--- config.mk ---
export PLATFORM = sky130hd
export DESIGN_NAME = sync_length_packet_deframer_flat
export DESIGN_NICKNAME = d
export VERILOG_FILES = /design/src/hdl/dfrm_pkg.sv /design/src/hdl/dfrm_in_if.sv /design/src/hdl/dfrm_out_if.sv /design/src/hdl/dfrm_parser.sv /design/src/hdl/dfrm_out_reg.sv /design/src/hdl/sync_length_packet_deframer.sv /design/src/flat_wrapper.sv
export VERILOG_INCLUDE_DIRS = /design/src /design/src/hdl
export SDC_FILE = /design/constraint.sdc
export NUM_CORES = 1
export LEC_CHECK = 0
export ABC_CLOCK_PERIOD_IN_PS = 10680
export BUFFER_PORTS_ARGS = -buffer_cell sky130_fd_sc_hd__clkbuf_2
export CELL_PAD_IN_SITES_DETAIL_PLACEMENT = 0
export CELL_PAD_IN_SITES_GLOBAL_PLACEMENT = 2
export CORE_AREA = 4 4 138 140
export CTS_CLUSTER_SIZE = 14
export DETAILED_ROUTE_END_ITERATION = 8
export DIE_AREA = 0 0 142 144
export GPL_TIMING_DRIVEN = 0
export PLACE_DENSITY = 0.85
export SLEW_MARGIN = 20
export SYNTH_ARGS = -nofsm -noshare
export SYNTH_HDL_FRONTEND = slang
export SYNTH_SLANG_ARGS = --single-unit
--- constraint.sdc ---
create_clock -name clk -period 10.68 [get_ports clk]
set_input_delay 0.534 -clock clk [delete_from_list [all_inputs] [get_ports clk]]
set_output_delay 0.534 -clock clk [all_outputs]
set_load 0.05 [all_outputs]
--- src/hdl/assert_macros.svh ---
// ----------------------------------------------------------------------------
// assert_macros.svh
// shared concurrent assertion macros for the deframer rtl
// ----------------------------------------------------------------------------
`ifndef ASSERT_MACROS_SVH
`define ASSERT_MACROS_SVH

// clocked check, off while reset is asserted
`define DFRM_ASSERT(lbl, clk, rst_n, prop, msg) \
	lbl: assert property (@(posedge clk) disable iff (!(rst_n)) (prop)) else $error(msg);

// clocked check, live during reset as well
`define DFRM_ASSERT_ALWAYS(lbl, clk, prop, msg) \
	lbl: assert property (@(posedge clk) (prop)) else $error(msg);

`endif

--- src/hdl/dfrm_pkg.sv ---
// ----------------------------------------------------------------------------
// dfrm_pkg
// shared types and constants of the length-prefixed packet deframer
// ----------------------------------------------------------------------------
package dfrm_pkg;

	localparam logic [7:0] START_BYTE = 8'hAF;

	localparam logic KIND_PAYLOAD = 1'b0;
	localparam logic KIND_DONE    = 1'b1;

	typedef struct packed {
		logic        result_kind;
		logic [7:0]  payload_byte;
		logic        last_payload;
		logic [7:0]  flag_bits;
		logic [15:0] packet_type;
		logic [31:0] packet_size;
		logic [7:0]  check_byte;
	} dfrm_res_t;

endpackage

--- src/hdl/dfrm_in_if.sv ---
// ----------------------------------------------------------------------------
// dfrm_in_if
// byte stream channel into the deframer
// ----------------------------------------------------------------------------
interface dfrm_in_if;
	logic       valid;
	logic       ready;
	logic [7:0] in_byte;

	modport source (output valid, output in_byte, input ready);
	modport sink (input valid, input in_byte, output ready);
endinterface

--- src/hdl/dfrm_out_if.sv ---
// ----------------------------------------------------------------------------
// dfrm_out_if
// result channel out of the deframer: payload bytes and packet reports
// ----------------------------------------------------------------------------
interface dfrm_out_if;
	logic        valid;
	logic        ready;
	logic        result_kind;
	logic [7:0]  payload_byte;
	logic        last_payload;
	logic [7:0]  flag_bits;
	logic [15:0] packet_type;
	logic [31:0] packet_size;
	logic [7:0]  check_byte;

	modport source (
		output valid, output result_kind, output payload_byte, output last_payload,
		output flag_bits, output packet_type, output packet_size, output check_byte,
		input ready
	);
	modport sink (
		input valid, input result_kind, input payload_byte, input last_payload,
		input flag_bits, input packet_type, input packet_size, input check_byte,
		output ready
	);
endinterface

--- src/hdl/dfrm_parser.sv ---
// ----------------------------------------------------------------------------
// dfrm_parser
// header capture, payload counting and result formation, one byte per request
// ----------------------------------------------------------------------------
`include "assert_macros.svh"

module dfrm_parser
	import dfrm_pkg::*;
(
	input  logic       clk,
	input  logic       arst_n,
	input  logic       take,
	input  logic [7:0] in_byte,
	output logic       hit,
	output dfrm_res_t  res
);

	typedef enum logic [3:0] {
		PH_HUNT    = 4'd0,
		PH_FLAGS   = 4'd1,
		PH_TYPE_HI = 4'd2,
		PH_TYPE_LO = 4'd3,
		PH_SIZE_3  = 4'd4,
		PH_SIZE_2  = 4'd5,
		PH_SIZE_1  = 4'd6,
		PH_SIZE_0  = 4'd7,
		PH_PAYLOAD = 4'd8,
		PH_CHECK   = 4'd9
	} phase_t;

	phase_t      phase_q;
	logic [7:0]  flags_q;
	logic [15:0] type_q;
	logic [31:0] size_q;
	logic [31:0] left_q;
	logic [31:0] size_full;
	logic        last;

	assign size_full = {size_q[31:8], in_byte};
	assign last      = (left_q[31:1] == 31'd0);

	always_comb begin
		res  = '0;
		hit  = 1'b0;
		unique case (phase_q)
			PH_PAYLOAD: begin
				hit              = 1'b1;
				res.result_kind  = KIND_PAYLOAD;
				res.payload_byte = in_byte;
				res.last_payload = last;
			end
			PH_CHECK: begin
				hit             = 1'b1;
				res.result_kind = KIND_DONE;
				res.flag_bits   = flags_q;
				res.packet_type = type_q;
				res.packet_size = size_q;
				res.check_byte  = in_byte;
			end
			default: begin
				hit = 1'b0;
			end
		endcase
	end

	always_ff @(posedge clk or negedge arst_n) begin
		if (!arst_n) begin
			phase_q <= PH_HUNT;
			flags_q <= '0;
			type_q  <= '0;
			size_q  <= '0;
			left_q  <= '0;
		end else if (take) begin
			unique case (phase_q)
				PH_FLAGS: begin
					flags_q <= in_byte;
					phase_q <= PH_TYPE_HI;
				end
				PH_TYPE_HI: begin
					type_q  <= {in_byte, 8'd0};
					phase_q <= PH_TYPE_LO;
				end
				PH_TYPE_LO: begin
					type_q  <= {type_q[15:8], in_byte};
					phase_q <= PH_SIZE_3;
				end
				PH_SIZE_3: begin
					size_q  <= {in_byte, 24'd0};
					phase_q <= PH_SIZE_2;
				end
				PH_SIZE_2: begin
					size_q  <= {size_q[31:24], in_byte, 16'd0};
					phase_q <= PH_SIZE_1;
				end
				PH_SIZE_1: begin
					size_q  <= {size_q[31:16], in_byte, 8'd0};
					phase_q <= PH_SIZE_0;
				end
				PH_SIZE_0: begin
					size_q  <= size_full;
					left_q  <= size_full;
					phase_q <= (size_full != 32'd0) ? PH_PAYLOAD : PH_CHECK;
				end
				PH_PAYLOAD: begin
					if (left_q != 32'd0) begin
						left_q <= left_q - 32'd1;
					end
					if (last) begin
						phase_q <= PH_CHECK;
					end
				end
				PH_CHECK: begin
					phase_q <= PH_HUNT;
				end
				default: begin
					phase_q <= (in_byte == START_BYTE) ? PH_FLAGS : PH_HUNT;
				end
			endcase
		end
	end

	`DFRM_ASSERT(a_payload_count_live, clk, arst_n,
		(phase_q == PH_PAYLOAD) |-> (left_q != 32'd0), "payload phase with no bytes left")
	`DFRM_ASSERT(a_done_returns_hunt, clk, arst_n,
		(take && phase_q == PH_CHECK) |=> (phase_q == PH_HUNT), "report did not end packet")
	`DFRM_ASSERT(a_last_leaves_payload, clk, arst_n,
		(take && phase_q == PH_PAYLOAD && last) |=> (phase_q == PH_CHECK),
		"last payload byte did not move to checksum")

endmodule

--- src/hdl/dfrm_out_reg.sv ---
// ----------------------------------------------------------------------------
// dfrm_out_reg
// result register that lets a new request in while the held result drains
// ----------------------------------------------------------------------------
`include "assert_macros.svh"

module dfrm_out_reg
	import dfrm_pkg::*;
(
	input  logic       clk,
	input  logic       arst_n,
	input  logic       load,
	input  dfrm_res_t  res,
	output logic       free,
	dfrm_out_if.source result
);

	logic      valid_q;
	dfrm_res_t res_q;

	assign free = !valid_q || result.ready;

	always_ff @(posedge clk or negedge arst_n) begin
		if (!arst_n) begin
			valid_q <= 1'b0;
		end else if (free) begin
			valid_q <= load;
		end
	end

	always_ff @(posedge clk) begin
		if (load && free) begin
			res_q <= res;
		end
	end

	assign result.valid        = valid_q;
	assign result.result_kind  = res_q.result_kind;
	assign result.payload_byte = res_q.payload_byte;
	assign result.last_payload = res_q.last_payload;
	assign result.flag_bits    = res_q.flag_bits;
	assign result.packet_type  = res_q.packet_type;
	assign result.packet_size  = res_q.packet_size;
	assign result.check_byte   = res_q.check_byte;

	`DFRM_ASSERT(a_load_only_when_free, clk, arst_n,
		load |-> free, "result loaded over a held one")
	`DFRM_ASSERT_ALWAYS(a_reset_empty, clk,
		!arst_n |=> !valid_q, "result valid out of reset")

endmodule

--- src/hdl/sync_length_packet_deframer.sv ---
// ----------------------------------------------------------------------------
// sync_length_packet_deframer
// length-prefixed packet deframer, one stream byte per request
// ----------------------------------------------------------------------------
// the stream channel carries one raw byte per request. bytes are dropped until
// the start byte 0xaf, then a flags byte, a big-endian 16-bit type and a
// big-endian 32-bit size are captured. every payload byte leaves on the result
// channel as its own request, the final one marked by last_payload; a zero size
// has no payload requests. the byte after the payload is returned as check_byte
// in a packet-complete request with flags, type and size.
// a result is registered and valid the cycle after the byte that caused it is taken.
// throughput: one byte per cycle, set by the single result register; a new byte
// is taken whenever that register is empty or is being drained in the same cycle.
// when the receiver stalls, the held result stays and stream.ready drops until
// it is taken. reset clears the parse state to hunting and empties the result.
// ----------------------------------------------------------------------------
module sync_length_packet_deframer
	import dfrm_pkg::*;
(
	input  logic       clk,
	input  logic       arst_n,
	dfrm_in_if.sink    stream,
	dfrm_out_if.source result
);

	logic      take;
	logic      hit;
	logic      free;
	dfrm_res_t res;

	assign stream.ready = free;
	assign take         = stream.valid && free;

	dfrm_parser u_parser (
		.clk     (clk),
		.arst_n  (arst_n),
		.take    (take),
		.in_byte (stream.in_byte),
		.hit     (hit),
		.res     (res)
	);

	dfrm_out_reg u_out_reg (
		.clk    (clk),
		.arst_n (arst_n),
		.load   (take && hit),
		.res    (res),
		.free   (free),
		.result (result)
	);

endmodule

--- src/flat_wrapper.sv ---
// flat-port wrapper written by rule: the top's interface ports become plain ports
module sync_length_packet_deframer_flat import dfrm_pkg::*;
  (clk, arst_n, stream_valid, stream_in_byte, stream_ready, result_valid, result_result_kind, result_payload_byte, result_last_payload, result_flag_bits, result_packet_type, result_packet_size, result_check_byte, result_ready);
  dfrm_in_if stream_i ();
  dfrm_out_if result_i ();
  input  logic clk;
  input  logic arst_n;
  input wire logic [$bits(stream_i.valid)-1:0] stream_valid;
  input wire logic [$bits(stream_i.in_byte)-1:0] stream_in_byte;
  output wire logic [$bits(stream_i.ready)-1:0] stream_ready;
  output wire logic [$bits(result_i.valid)-1:0] result_valid;
  output wire logic [$bits(result_i.result_kind)-1:0] result_result_kind;
  output wire logic [$bits(result_i.payload_byte)-1:0] result_payload_byte;
  output wire logic [$bits(result_i.last_payload)-1:0] result_last_payload;
  output wire logic [$bits(result_i.flag_bits)-1:0] result_flag_bits;
  output wire logic [$bits(result_i.packet_type)-1:0] result_packet_type;
  output wire logic [$bits(result_i.packet_size)-1:0] result_packet_size;
  output wire logic [$bits(result_i.check_byte)-1:0] result_check_byte;
  input wire logic [$bits(result_i.ready)-1:0] result_ready;
  assign stream_i.valid = stream_valid;
  assign stream_i.in_byte = stream_in_byte;
  assign stream_ready = stream_i.ready;
  assign result_valid = result_i.valid;
  assign result_result_kind = result_i.result_kind;
  assign result_payload_byte = result_i.payload_byte;
  assign result_last_payload = result_i.last_payload;
  assign result_flag_bits = result_i.flag_bits;
  assign result_packet_type = result_i.packet_type;
  assign result_packet_size = result_i.packet_size;
  assign result_check_byte = result_i.check_byte;
  assign result_i.ready = result_ready;
  sync_length_packet_deframer u_core (.clk(clk), .arst_n(arst_n), .stream(stream_i), .result(result_i));
endmodule
## Word-level counts from Yosys, hierarchy flattened

Index checks and enable logic that the tools add are counted.

| storage, ports and cells | value |
|---|---|
| bits in registers | 167 |
| bits of input ports | 12 |
| output and inout bits | 76 |
| word-level logic and storage cells | 67 |

| cells by class | value |
|---|---|
| $add $sub $neg | 1 |
| eq/ne operators | 12 |
| muxes and demuxes | 10 |
| bitwise gates (word level) | 4 |
| reductions and logical operators | 23 |

Operators with widths:

| kind | number |
|---|---|
| $pmux 32 s4 | 1 |
| $pmux 32 s2 | 1 |
| $reduce_bool 32->1 | 2 |
| $pmux 4 s9 | 1 |
| $mux 32 | 1 |
| $pmux 16 s2 | 1 |
| $sub 32x1->32 const B | 1 |
| $logic_not 31->1 | 1 |
| $eq 4x3->1 const B | 4 |
| $reduce_and 3->1 | 3 |
| $eq 4x2->1 const B | 2 |
| $eq 4x4->1 const B | 2 |
| $eq 8x8->1 const B | 1 |
| $reduce_and 2->1 | 4 |
| $reduce_bool 2->1 | 3 |
| $reduce_and 5->1 | 1 |
| $eq 4x1->1 const B | 1 |
| $mux 1 | 4 |
| $mux 4 | 1 |
| $ne 2x2->1 const B | 2 |
| $not 1->1 | 4 |
| $reduce_and 4->1 | 1 |
| $reduce_bool 4->1 | 1 |
| $logic_and 1x1->1 | 3 |
| other kinds (4) | 4 |

## Depth between registers and ports, before layout

Gate-level depths: netlist of the first run.

| logic depth | value |
|---|---|
| word-level depth | 5 |
| gate-level depth with buffers | 8 |
| mapped depth without buffers | 7 |

## Modules after synthesis

Synthesis of the first run repeated with hierarchy kept, for this count alone.

| second synthesis, totals | value |
|---|---|
| cells, all modules | 634 |
| area, all modules | 7388.3 um2 |

By module, submodules not included:

| module | instances | cells each | area each (um2) | seq. area each (um2) |
|---|---|---|---|---|
| dfrm_parser | 1 | 554 | 5099.9 | 2302.2 |
| dfrm_out_reg | 1 | 78 | 2275.9 | 2247.2 |
| sync_length_packet_deframer | 1 | 2 | 12.5 | 0.0 |

## Least setup slack after synthesis of the first run

OpenSTA, ideal clock, no wires.

| timing path | value |
|---|---|
| path type | reg2reg |
| from | reg u_core.u_out_reg.valid_q, in the netlist u_core.u_out_reg.result.valid |
| to | reg u_core.u_out_reg.res_q (netlist bit u_core.u_out_reg.result.check_byte[0]) (enable) |
| library setup time | 507 ps |
| arrival time | 4722 ps |
| required time | 10173 ps |
| path slack | 5452 ps |
| cell stages (with the launch flop) | 6 |
| buffers on the path | 2 |
| period minus slack after synthesis | 5228 ps |
| cells stage by stage | dfrtp_1 -> nand2b_1 -> clkbuf_1 -> nand2_1 -> clkbuf_1 -> nor2_1 |

| on the way | value |
|---|---|
| word-level cells in the longest chain between the ends | 5 |

RTL lines:

| item | RTL line | source |
|---|---|---|
| start: declaration | dfrm_out_reg.sv:18 | `logic valid_q;` |
| start signal: assignment | dfrm_out_reg.sv:27 | `valid_q <= load;` |
| $logic_not 1->1 * | dfrm_out_reg.sv:21 | `assign free = !valid_q \|\| result.ready;` |
| $logic_or 1x1->1 * | dfrm_out_reg.sv:21 |  |
| via stream_ready | flat_wrapper.sv:10 | `output wire logic [$bits(stream_i.ready)-1:0] stream_ready;` |
| $logic_and 1x1->1 | sync_length_packet_deframer.sv:32 | `assign take = stream.valid && free;` |
| $logic_and 1x1->1 | sync_length_packet_deframer.sv:46 | `.load (take && hit),` |
| $logic_and 1x1->1 * | dfrm_out_reg.sv:32 | `if (load && free) begin` |
| end signal: assignment | dfrm_out_reg.sv:33 | `res_q <= res;` |
| end: declaration | dfrm_out_reg.sv:19 | `dfrm_res_t res_q;` |

Mark *: on every way through the listed nets, which the timed path passes. The rest lies on a longest branch.
A chain may end at the register's enable or synchronous reset.

## Worst setup path in the final report of the first run

| timing path | value |
|---|---|
| from | reg u_core.u_parser.left_q[0] |
| to | reg u_core.u_parser.left_q[18] |

| on the way | value |
|---|---|
| word-level cells in the longest chain between the ends | 3 |
| elaborated cells between the ends (all ways) | 6 |
| those cells by class | 1 x add/sub; 1 x eq/ne; 2 x mux; 2 x reduce/logical |

RTL lines:

| item | RTL line | source |
|---|---|---|
| start: declaration | dfrm_parser.sv:35 | `logic [31:0] left_q;` |
| start signal: assignment | dfrm_parser.sv:101 | `left_q <= size_full;` |
| start signal: assignment | dfrm_parser.sv:106 | `left_q <= left_q - 32'd1;` |
| $sub 32x1->32 / $reduce_bool 32->1 (equally long branches) | dfrm_parser.sv:106, dfrm_parser.sv:105 |  |
| $mux 32 / $ne 2x2->1 (equally long branches) | - |  |
| $pmux 32 s2 / $reduce_and 3->1 (equally long branches) | - |  |

Several ways; a longest one is shown, not always the timed one. The select of a mux whose other input is x is not followed.

==> results of run 1 <==
==> worst max-delay path, cell delays in order, from the launching register on <==
cell and delay (ns):
dfrtp_1 0.42, inv_1 0.10, ha_1 0.24, or4b_1 0.54
nor4_2 0.69, a41o_1 0.47, buf_2 0.30, a21oi_1 0.07
a2bb2oi_1 0.15
==> area by class of cell <==
type,count,share of cell area (%)
Sequential cell,167,51.9
Clock inverter,14,1.77
Buffer,43,1.93
Tap cell,229,3.27
Timing Repair Buffer,91,5.96
Multi-Input combinational cell,421,30.0
Clock buffer,18,5.01
Inverter,3,0.129
==> final timing paths <==
path	endpoint	slack, ns	depth (start not counted)
max in group asynchronous	u_core.u_parser.phase_q[2]	9.52	3
max	u_core.u_parser.left_q[18]	7.58	8
max reg2reg	u_core.u_parser.left_q[18]	7.58	8
min in group asynchronous	u_core.u_parser.left_q[9]	0.52	2
min reg2reg	u_core.u_parser.type_q[12]	0.50	1
min	u_core.u_parser.type_q[12]	0.50	1
==> placed cells by master (no fill, tap or decap), types with 3 or more instances in the layout <==
cell type	Yosys	layout
a21oi_1	24	24
a22o_1	22	22
a22oi_1	6	6
a2bb2oi_1	3	3
and2_1	72	72
buf_2	6	6
clkbuf_1	35	35
clkbuf_16	0	17
clkbuf_2	0	86
clkinv_8	0	3
dfrtp_1	93	93
edfxtp_1	74	74
inv_1	3	3
inv_8	0	5
mux2_2	24	24
nand2_1	64	64
nand2b_1	4	4
nand3_1	15	15
nand4_1	8	8
nor2_1	33	32
nor3_1	11	11
nor4_1	20	19
nor4_2	2	3
o21ai_0	43	43
o21ai_1	3	3
o22a_1	3	3
o22ai_1	4	4
o2bb2ai_1	3	3
o31ai_1	4	4
or3_1	6	6
or4_1	6	6
==> power by group <==
part | internal (mW) | switching, mW
registers | 0.832 | 0.176
logic | 0.214 | 0.298
clock network | 0.319 | 0.290
total | 1.36 | 0.764
==> registers in the layout (all words and copies together), names as in the netlist <==
name,flops
u_core.u_out_reg.result.packet_type,16
u_core.u_parser.left_q,32
u_core.u_parser.phase_q,4
u_core.u_out_reg.result.result_kind,1
u_core.u_parser.size_q,32
u_core.u_out_reg.result.packet_size,32
u_core.u_out_reg.result.payload_byte,8
u_core.u_parser.type_q,16
u_core.u_out_reg.result.last_payload,1
u_core.u_out_reg.result.check_byte,8
u_core.u_out_reg.result.valid,1
u_core.u_parser.flags_q,8
u_core.u_out_reg.result.flag_bits,8
==> cell families (layout without fill, tap and decap cells) <==
kind of cell	Yosys count	count (layout)	share of synthesized area, %
AOI/OAI and AO/OA	135	135	12.2
xor gates and xnor gates	1	1	0.119
adders and majority gates	1	1	0.170
buffers and inverters	46	169	2.45
DFF	167	167	62.0
muxes	25	25	3.82
and+or+nand+nor	259	259	19.3
==> metrics by stage <==
step	instance area, sq um	worst slack [ns]	util [%]
final	8760	7.58	49.1
after global routing	8760	7.48	49.1
after CTS	8750	7.68	49.1
after detailed placement	8150	7.71	45.7
after global placement	8070	4.62	45.2
after floorplan	7340	5.45	-
==> per-layer routing <==
| layer | share of wire, % | vias to the layer above | track usage (%) |
|---|---|---|---|
| li1 | - | 2569 | - |
| met1 | 44 | 2717 | 25.8 |
| met2 | 50 | 165 | 33.7 |
| met3 | 5.3 | 20 | 3.41 |
| met4 | 1.3 | 0 | 5.56 |
| met5 | 0 | - | 0 |
==> synthesized netlist by cell type (all sizes together) (7+ instances only) <==
cell	instances	area (sq um)
nor2	33	124
a21oi	24	120
a22oi	7	57.6
a22o	22	193
and2	72	450
nand2	64	240
nor3	11	55.1
dfrtp	93	2330
edfxtp	74	2220
mux2	24	270
nand4	8	50.1
nand3	15	75.1
o21ai	46	230
or4	8	67.6
or3	9	63.8
clkbuf	35	131
buf	8	37.5
nor4	22	150
==> impl_metrics.py, run 1 <==
metrics = {
    "floorplanning": {
        "die_w_um": 142,
        "start_util_pct": 41.2,
        "core_sq_um": 17800,
        "fp-row-count": 49,
        "die_area_sq_um": 20400,
        "die_h_um": 144,
        "io_pins": 88,
    },
    "status": {
        "run_status": "finished clean",
    },
    "sta": {
        "whs_ns": 0.501,
        "relSlewSlack_pct": 33.0,
        "clock_skew_ns": 0.00809,
        "finalSetupViolCount": 0,
        "hold_violations": 0,
        "fmax_mhz": 322,
        "maxSlewViolCount": 0,
        "worst_pin_slew_ns": 0.996,
        "rsz0062_at_grt": "false",
        "finalCritPeriodShare_pct": 29.1,
        "period_needed_ns": 3.10,
        "finalSetupTns_ns": 0,
    },
    "route": {
        "drt-pass1-iter-count": 5,
        "num_vias": 5471,
        "routedWlPerCell_um": 19.8,
        "viasPerCell": 5.55,
        "wirelength_um": 19600,
        "first_iter_violations": 384,
        "ant_nets": 0,
        "drc": 0,
    },
    "global_route": {
        "grt_use_total_pct": 19.7,
        "grt_pass1_wl_um": 30800,
        "antenna_found_initial": 1,
        "gr-total-overflow": 0,
        "grt_pass1_vias": 5379,
        "grt_max_degree": 73,
    },
    "yosys": {
        "syn_nets": 647,
        "synth_cells": 634,
        "syn-cell-area_sq_um": 7340,
        "synthArstFlopShare_pct": 55.7,
        "ys_ff_latch": 167,
        "synth-edff-count": 74,
        "synth_flop_cell": "dfrtp_1",
        "yosys.cell_types.count": 59,
        "yosys_warnings": 0,
        "syn_avg_cell_area_sq_um": 11.6,
        "yosysSeqAreaShare_pct": 62.0,
    },
    "clock_network": {
        "cts-resized-gates": 0,
        "cts_tree": "built",
        "clockRootBuffer": "clkbuf_16",
        "hold_buffers": 1,
        "clk_latency_ns": 0.43,
        "cts-htree-levels": 4,
        "post-cts-setup-buffers": 0,
        "cts_sinks": 167,
        "cts_buffers": 17,
        "clkTransAtPathRegs_ns": 0.07,
        "clock_path_buffers": 2,
    },
    "placement": {
        "gp_congestion": 0.892,
        "hpwl_um": 13900,
        "port_buffers": 87,
        "dp_cells": 953,
    },
    "critical_path": {
        "cp.required_ns": 10.99,
        "cp_max_fo": 10,
        "crit_path_end_kind": "register",
        "timing.critical_path.from": "u_core.u_parser.left_q[0]",
        "start_kind": "register",
        "r2r-start": "u_core.u_parser.left_q[0]",
        "crit_type": "register to register",
        "arrival_ns": 3.42,
    },
    "min_path": {
        "hold_start": "u_core.u_parser.type_q[12]",
        "hold_path.class": "register to register",
    },
    "power_and_ir_drop": {
        "p_per_area_nw_per_um2": 243,
        "peakVddDrop_mv": 0.141,
        "total_power_mw": 2.13,
        "p_leak_nw": 3.51,
    },
    "layout": {
        "fin_cells": 986,
        "insertedDiodeCount": 0,
        "n_fill_cell": 1603,
        "layout-drive-gt1-share_pct": 21.8,
        "regArea_sq_um": 4550,
        "area_growth_pct": 19.3,
        "multiInputGateArea_sq_um": 2630,
        "fin_nets": 757,
    },
    "run": {
        "drv_cap": 0,
    },
}
No activity file was read; power rests on OpenSTA's default activity.
==> run 2: changes to the inputs <==
--- a/config.mk
+++ b/config.mk
@@ -6,16 +6,17 @@
 export SDC_FILE = /design/constraint.sdc
 export NUM_CORES = 1
 export LEC_CHECK = 0
-export ABC_CLOCK_PERIOD_IN_PS = 10680
+export ABC_AREA = 1
+export ABC_CLOCK_PERIOD_IN_PS = 3000
 export BUFFER_PORTS_ARGS = -buffer_cell sky130_fd_sc_hd__clkbuf_2
 export CELL_PAD_IN_SITES_DETAIL_PLACEMENT = 0
 export CELL_PAD_IN_SITES_GLOBAL_PLACEMENT = 2
-export CORE_AREA = 4 4 138 140
+export CORE_AREA = 4 4 151 153
 export CTS_CLUSTER_SIZE = 14
 export DETAILED_ROUTE_END_ITERATION = 8
-export DIE_AREA = 0 0 142 144
+export DIE_AREA = 0 0 155 157
 export GPL_TIMING_DRIVEN = 0
-export PLACE_DENSITY = 0.85
+export PLACE_DENSITY = 0.8
 export SLEW_MARGIN = 20
 export SYNTH_ARGS = -nofsm -noshare
 export SYNTH_HDL_FRONTEND = slang
==> constraint.sdc (replaced) <==
create_clock -name clk -period 3 [get_ports clk]
set_input_delay 0.15 -clock clk [delete_from_list [all_inputs] [get_ports clk]]
set_output_delay 0.15 -clock clk [all_outputs]
set_load 0.05 [all_outputs]
==> impl_metrics.py, run 2 <==
metrics = {
    "clock_network": {
        "clockRootBuffer": "clkbuf_16",
        "cts_tree": "built",
        "cts-resized-gates": 0,
        "cts_sinks": 167,
        "clkTransAtPathRegs_ns": 0.08,
        "clk_latency_ns": 0.44,
        "cts-htree-levels": 4,
        "cts_buffers": 17,
        "clock_path_buffers": 2,
    },
    "power_and_ir_drop": {
        "comb_power_share_pct": 41.5,
        "switching_share_pct": 45.3,
        "power_frac_seq_pct": 35.3,
        "p_switching_mw": 4.37,
        "p_leak_nw": 4.20,
        "total_power_mw": 9.64,
        "p_per_area_nw_per_um2": 1050,
        "clockPowerShare_pct": 23.2,
        "p_int_mw": 5.27,
        "peakVddDrop_mv": 0.401,
    },
    "yosys": {
        "yosys_warnings": 0,
        "synth-edff-count": 74,
        "synth_flop_cell": "dfrtp_1",
        "synth_cells": 876,
        "yosys.cell_types.count": 32,
        "synthArstFlopShare_pct": 55.7,
        "yosys.area.top_type": "dfrtp_1",
        "yosysSeqAreaShare_pct": 59.5,
        "syn_avg_cell_area_sq_um": 8.73,
        "synth_common_cells": "nand2_1 (216), nor2_1 (163), inv_1 (101), dfrtp_1 (93), edfxtp_1 (74)",
        "synth.area.top_cells": "dfrtp_1 (30%), edfxtp_1 (29%), nand2_1 (11%)",
        "synth.most_common_cell": "nand2_1",
        "ys_ff_latch": 167,
        "netlist.area_leader.share_pct": 30.4,
        "syn-cell-area_sq_um": 7650,
        "syn_nets": 889,
    },
    "run": {
        "drv_cap": 0,
    },
    "global_route": {
        "globalRoute.busiestLayer": "met2",
        "use_met3_pct": 3.22,
        "grt_max_degree": 61,
        "grt_pass1_vias": 6203,
        "use_met2_pct": 31.9,
        "grt_pass1_wl_um": 36500,
        "use_met1_pct": 27.5,
        "antenna_found_initial": 0,
        "grt_use_total_pct": 19.6,
        "gr-total-overflow": 0,
    },
    "placement": {
        "place_worst_setup_slack_ns": 0.630,
        "gp_congestion": 0.848,
        "port_buffers": 87,
        "hpwl_um": 16600,
    },
    "route": {
        "wirelength_um": 23200,
        "drc": 0,
        "first_iter_violations": 423,
        "viasPerCell": 4.88,
        "ant_nets": 0,
        "num_vias": 6243,
        "drt-pass1-iter-count": 5,
        "routedWlPerCell_um": 18.2,
    },
    "critical_path": {
        "crit_type": "register to register",
        "r2r_cells": 5,
        "crit_path_end_kind": "register",
        "cp_num_buf_inv": 3,
        "slowest_delay_ns": 0.70,
        "cp_common_cell": "buf_12",
        "start_kind": "register",
        "slowest_stage": "nor2_4",
        "cp_max_fo": 28,
        "path_cells": "inv_1 > nand3_1 > nor2_4 > buf_12 > buf_12",
        "cp.required_ns": 3.13,
        "crit_family": "simple AND/OR/NAND/NOR gates",
        "path_depth": 5,
        "arrival_ns": 2.50,
    },
    "sta": {
        "maxSlewViolCount": 0,
        "finalCritPeriodShare_pct": 79.1,
        "finalSetupViolCount": 0,
        "fmax_mhz": 422,
        "hold_violations": 0,
        "rsz0062_at_grt": "false",
        "worst_pin_slew_ns": 0.939,
        "period_needed_ns": 2.37,
        "finalSetupTns_ns": 0,
        "clock_skew_ns": 0.0229,
        "worst_slack_ns": 0.628,
        "relSlewSlack_pct": 36.9,
    },
    "min_path": {
        "holdPathStages": 4,
        "hold_path.class": "input pin to register",
    },
    "layout": {
        "area_growth_pct": 19.5,
        "layout-drive-gt1-share_pct": 15.2,
        "layout_common_cells": "nand2_1 (216), nor2_1 (162), inv_1 (101)",
        "layout_commonest_cell": "nand2_1",
        "insertedDiodeCount": 0,
        "fin_nets": 999,
        "utilization_pct": 42.4,
    },
    "floorplanning": {
        "die_area_sq_um": 24300,
        "die_h_um": 157,
        "io_pins": 88,
        "fp-row-count": 54,
        "core_sq_um": 21600,
        "die_w_um": 155,
        "start_util_pct": 35.5,
    },
    "status": {
        "run_status": "finished clean",
    },
}
==> run 2: final cells by class <==
cell class	count	area (sq um)
Clock inverter	15	190
Inverter	106	400
Multi-Input combinational cell	579	2590
Tap cell	280	350
Fill cell	2187	12400
Sequential cell	167	4550
Timing Repair Buffer	91	522
Clock buffer	17	425
Buffer	24	120
==> run 2: path summary, 6_finish.rpt <==
path                                                 start                                 endpoint  slack [ns]
worst max-delay path            u_core.u_parser.phase_q[1]  u_core.u_out_reg.result.packet_size[25]        0.63
worst min-delay path                          result_ready            u_core.u_out_reg.result.valid        0.02
worst max register to register  u_core.u_parser.phase_q[1]  u_core.u_out_reg.result.packet_size[25]        0.63
worst min register to register  u_core.u_parser.size_q[24]               u_core.u_parser.size_q[24]        0.49
max in group asynchronous                           arst_n               u_core.u_parser.size_q[14]        2.18
min in group asynchronous                           arst_n               u_core.u_parser.type_q[14]        0.17
==> run 2: cells by family (layout without fill, tap and decap cells) <==
family                     count (synthesis)  after routing  synth area share [%]
xor gates and xnor gates                   7              7                 0.801
DFF                                      167            167                  59.5
buffers and inverters                    130            253                  6.80
and+or+nand+nor                          464            464                  25.2
adders and majority gates                  1              1                 0.164
AOI/OAI and AO/OA                        107            107                  7.52
==> run 2: through the flow <==
stage          hold WS, ns  std cells  area, sq um
2_1_floorplan       -0.146        876         7660
3_3_place_gp         0.463       1243         8440
3_5_place_dp        0.0915       1246         8520
4_1_cts             0.0152       1279         9150
5_1_grt             0.0916       1279         9150
6_report            0.0236       1279         9150
==> run 2: repair_timing <==
item,CTS,global route
buffers inserted,0,0
hold buffers,1,0
hold endpoints to repair,33,0
==> run 2: worst min-delay path, cell delays in order <==
cell and delay [ns]:
clkbuf_2 0.08, inv_1 0.04, nand2_1 0.08, o21ai_0 0.08
==> run 2: power groups by stage <==
stage | sequential [mW] | clock, mW | combinational [mW]
3_3_place_gp | 3.44 | 0 | 3.99
6_report | 3.41 | 2.23 | 4.00
4_1_cts | 3.41 | 2.28 | 4.04
2_1_floorplan | 3.45 | 0 | 2.82
5_1_grt | 3.49 | 2.39 | 4.56
3_5_place_dp | 3.45 | 0 | 4.01
==> run 2: per-layer routing <==
layer,wire length (um),vias to the layer above
li1,-,3065
met1,10800,3011
met2,11200,153
met3,1030,14
met4,259,0
met5,0,-
==> run 3: changes to the inputs <==
--- a/config.mk
+++ b/config.mk
@@ -7,16 +7,16 @@
 export NUM_CORES = 1
 export LEC_CHECK = 0
 export ABC_AREA = 1
-export ABC_CLOCK_PERIOD_IN_PS = 3000
+export ABC_CLOCK_PERIOD_IN_PS = 2000
 export BUFFER_PORTS_ARGS = -buffer_cell sky130_fd_sc_hd__clkbuf_2
 export CELL_PAD_IN_SITES_DETAIL_PLACEMENT = 0
 export CELL_PAD_IN_SITES_GLOBAL_PLACEMENT = 2
-export CORE_AREA = 4 4 151 153
+export CORE_AREA = 4 4 160 162
 export CTS_CLUSTER_SIZE = 14
 export DETAILED_ROUTE_END_ITERATION = 8
-export DIE_AREA = 0 0 155 157
+export DIE_AREA = 0 0 164 166
 export GPL_TIMING_DRIVEN = 0
-export PLACE_DENSITY = 0.8
+export PLACE_DENSITY = 0.76
 export SLEW_MARGIN = 20
 export SYNTH_ARGS = -nofsm -noshare
 export SYNTH_HDL_FRONTEND = slang
==> constraint.sdc (replaced) <==
create_clock -name clk -period 2 [get_ports clk]
set_input_delay 0.1 -clock clk [delete_from_list [all_inputs] [get_ports clk]]
set_output_delay 0.1 -clock clk [all_outputs]
set_load 0.05 [all_outputs]
==> impl_metrics.py, run 3 (synthesis results as in run 2) <==
metrics = {
    "floorplanning": {
        "start_util_pct": 31.7,
        "io_pins": 88,
        "die_area_sq_um": 27200,
        "core_sq_um": 24100,
        "die_h_um": 166,
        "die_w_um": 164,
        "fp-row-count": 57,
    },
    "critical_path": {
        "arrival_ns": 2.15,
        "r2r_cells": 6,
        "crit_family": "simple AND/OR/NAND/NOR gates",
        "cp_num_buf_inv": 3,
        "r2r_end": "u_core.u_out_reg.result.packet_size[20]",
        "crit_path_end_kind": "register",
        "cp_max_fo": 10,
        "cp_common_cell": "nor2_1",
        "start_kind": "register",
        "slowest_stage": "dfrtp_1",
        "r2r_setup_slack_ns": 0.09,
        "slowest_delay_ns": 0.45,
        "cp.required_ns": 2.25,
        "path_cells": "inv_1 > nand3_1 > nor2_1 > inv_2 > clkbuf_2 > nor2_1",
        "r2r-start": "u_core.u_parser.phase_q[1]",
        "crit_type": "register to register",
    },
    "global_route": {
        "grt_pass1_vias": 6199,
        "grt_use_total_pct": 17.8,
        "grt_max_degree": 76,
        "grt_pass1_wl_um": 36900,
        "gr-total-overflow": 0,
        "antenna_found_initial": 0,
    },
    "min_path": {
        "min_to": "u_core.u_parser.size_q[18]",
        "hold_path.class": "input pin to register",
        "hold_start": "stream_in_byte[2]",
        "holdPathStages": 3,
    },
    "power_and_ir_drop": {
        "p_leak_nw": 4.29,
        "peakVddDrop_mv": 0.639,
        "p_per_area_nw_per_um2": 1570,
        "total_power_mw": 14.8,
    },
    "route": {
        "wirelength_um": 23500,
        "routedWlPerCell_um": 17.6,
        "drt-pass1-iter-count": 6,
        "first_iter_violations": 476,
        "num_vias": 6266,
        "viasPerCell": 4.71,
        "ant_nets": 0,
        "drc": 0,
    },
    "status": {
        "run_status": "finished clean",
    },
    "placement": {
        "gp_congestion": 0.834,
        "port_buffers": 87,
        "dp_cells": 1291,
        "hpwl_um": 17100,
    },
    "sta": {
        "finalSetupViolCount": 0,
        "rsz0062_at_grt": "true",
        "finalCritPeriodShare_pct": 95.3,
        "whs_ns": 0.0187,
        "relSlewSlack_pct": 41.4,
        "fmax_mhz": 525,
        "worst_pin_slew_ns": 0.873,
        "hold_violations": 0,
        "period_needed_ns": 1.91,
        "maxSlewViolCount": 0,
        "clock_skew_ns": 0.0168,
    },
    "clock_network": {
        "clkTransAtPathRegs_ns": 0.08,
        "cts_sinks": 167,
        "cts_buffers": 17,
        "cts-htree-levels": 4,
        "clock_path_buffers": 2,
        "clk_latency_ns": 0.44,
        "cts_tree": "built",
        "clockRootBuffer": "clkbuf_16",
    },
    "layout": {
        "utilization_pct": 39.2,
        "layout_commonest_cell": "nand2_1",
        "area_growth_pct": 23.5,
        "layout-drive-gt1-share_pct": 19.7,
        "fin_nets": 1007,
        "fin_cells": 1331,
        "layout_common_cells": "nand2_1 (214), nor2_1 (145), inv_1 (99)",
        "insertedDiodeCount": 0,
    },
    "run": {
        "drv_cap": 0,
    },
}
-- run 3: cell types whose count changed in the layout (fill, tap and decap cells not counted), sizes merged --
cell    delta
clkinv     -4
inv        +4
buf        +8
-- run 3: area by class of cell --
cell class | instances | area [sq um]
inverters | 106 | 405
repair buffers | 99 | 602
well taps | 324 | 405
clock inverters | 15 | 178
fillers | 2543 | 14700
clock buffers | 17 | 425
plain buffers | 24 | 138
flip-flops and latches | 167 | 4560
multi-input cells | 579 | 2740
-- run 3: where the power goes --
part	leakage [nW]	internal, mW	switching [mW]
combinational	2.09	1.95	4.34
sequential	1.90	4.45	0.710
clock	0.296	1.70	1.65
total	4.29	8.09	6.70
-- run 3: how the worst max path moves through the flow --
stage	cells past startpoint	slack, ns	end	startpoint
after floorplan	3	-0.31	u_core.u_out_reg.result.check_byte[0]	u_core.u_out_reg.result.valid
after global routing	11	-0.009	u_core.u_parser.left_q[17]	u_core.u_parser.left_q[8]
after CTS	7	0.001	u_core.u_parser.size_q[29]	u_core.u_parser.phase_q[3]
final	6	0.09	u_core.u_out_reg.result.packet_size[20]	u_core.u_parser.phase_q[1]
after detailed placement	12	-0.31	u_core.u_parser.left_q[20]	u_core.u_parser.left_q[0]
after global placement	3	-0.99	u_core.u_out_reg.result.flag_bits[6]	u_core.u_parser.phase_q[1]
-- run 3: layer usage --
| metal | vias up | share of wire, % | GRT usage (%) |
|---|---|---|---|
| met2 | 142 | 47 | 28.4 |
| li1 | 3071 | - | - |
| met1 | 3039 | 48 | 25.8 |
| met4 | 0 | 0.90 | 3.65 |
| met5 | - | 0 | 0 |
| met3 | 14 | 3.7 | 2.58 |
-- run 3: through the flow --
step / instance area (sq um) / TNS (ns) / setup slack, ns
6_report: 9450 / 0 / 0.0943
5_1_grt: 9450 / -0.0278 / -0.00852
4_1_cts: 9290 / 0 / 0.00106
3_5_place_dp: 8630 / -8.23 / -0.313
3_3_place_gp: 8530 / -140.45 / -0.986
2_1_floorplan: 7690 / -23.24 / -0.314
-- run 3: worst register-to-register path, cell delays in order, from the launching register on --
cell and delay, ns:
dfrtp_1 0.45, inv_1 0.19, nand3_1 0.24, nor2_1 0.23
inv_2 0.15, clkbuf_2 0.25, nor2_1 0.22
-- run 3: timing repair --
| action | in CTS | in global routing |
|---|---|---|
| pin swaps | 2 | 5 |
| setup buffers | 1 | 6 |
| endpoints found under the setup margin | 54 | 115 |
| hold buffers | 1 | 0 |
| hold endpoints to repair | 93 | 0 |
| gates resized for setup | 10 | 44 |
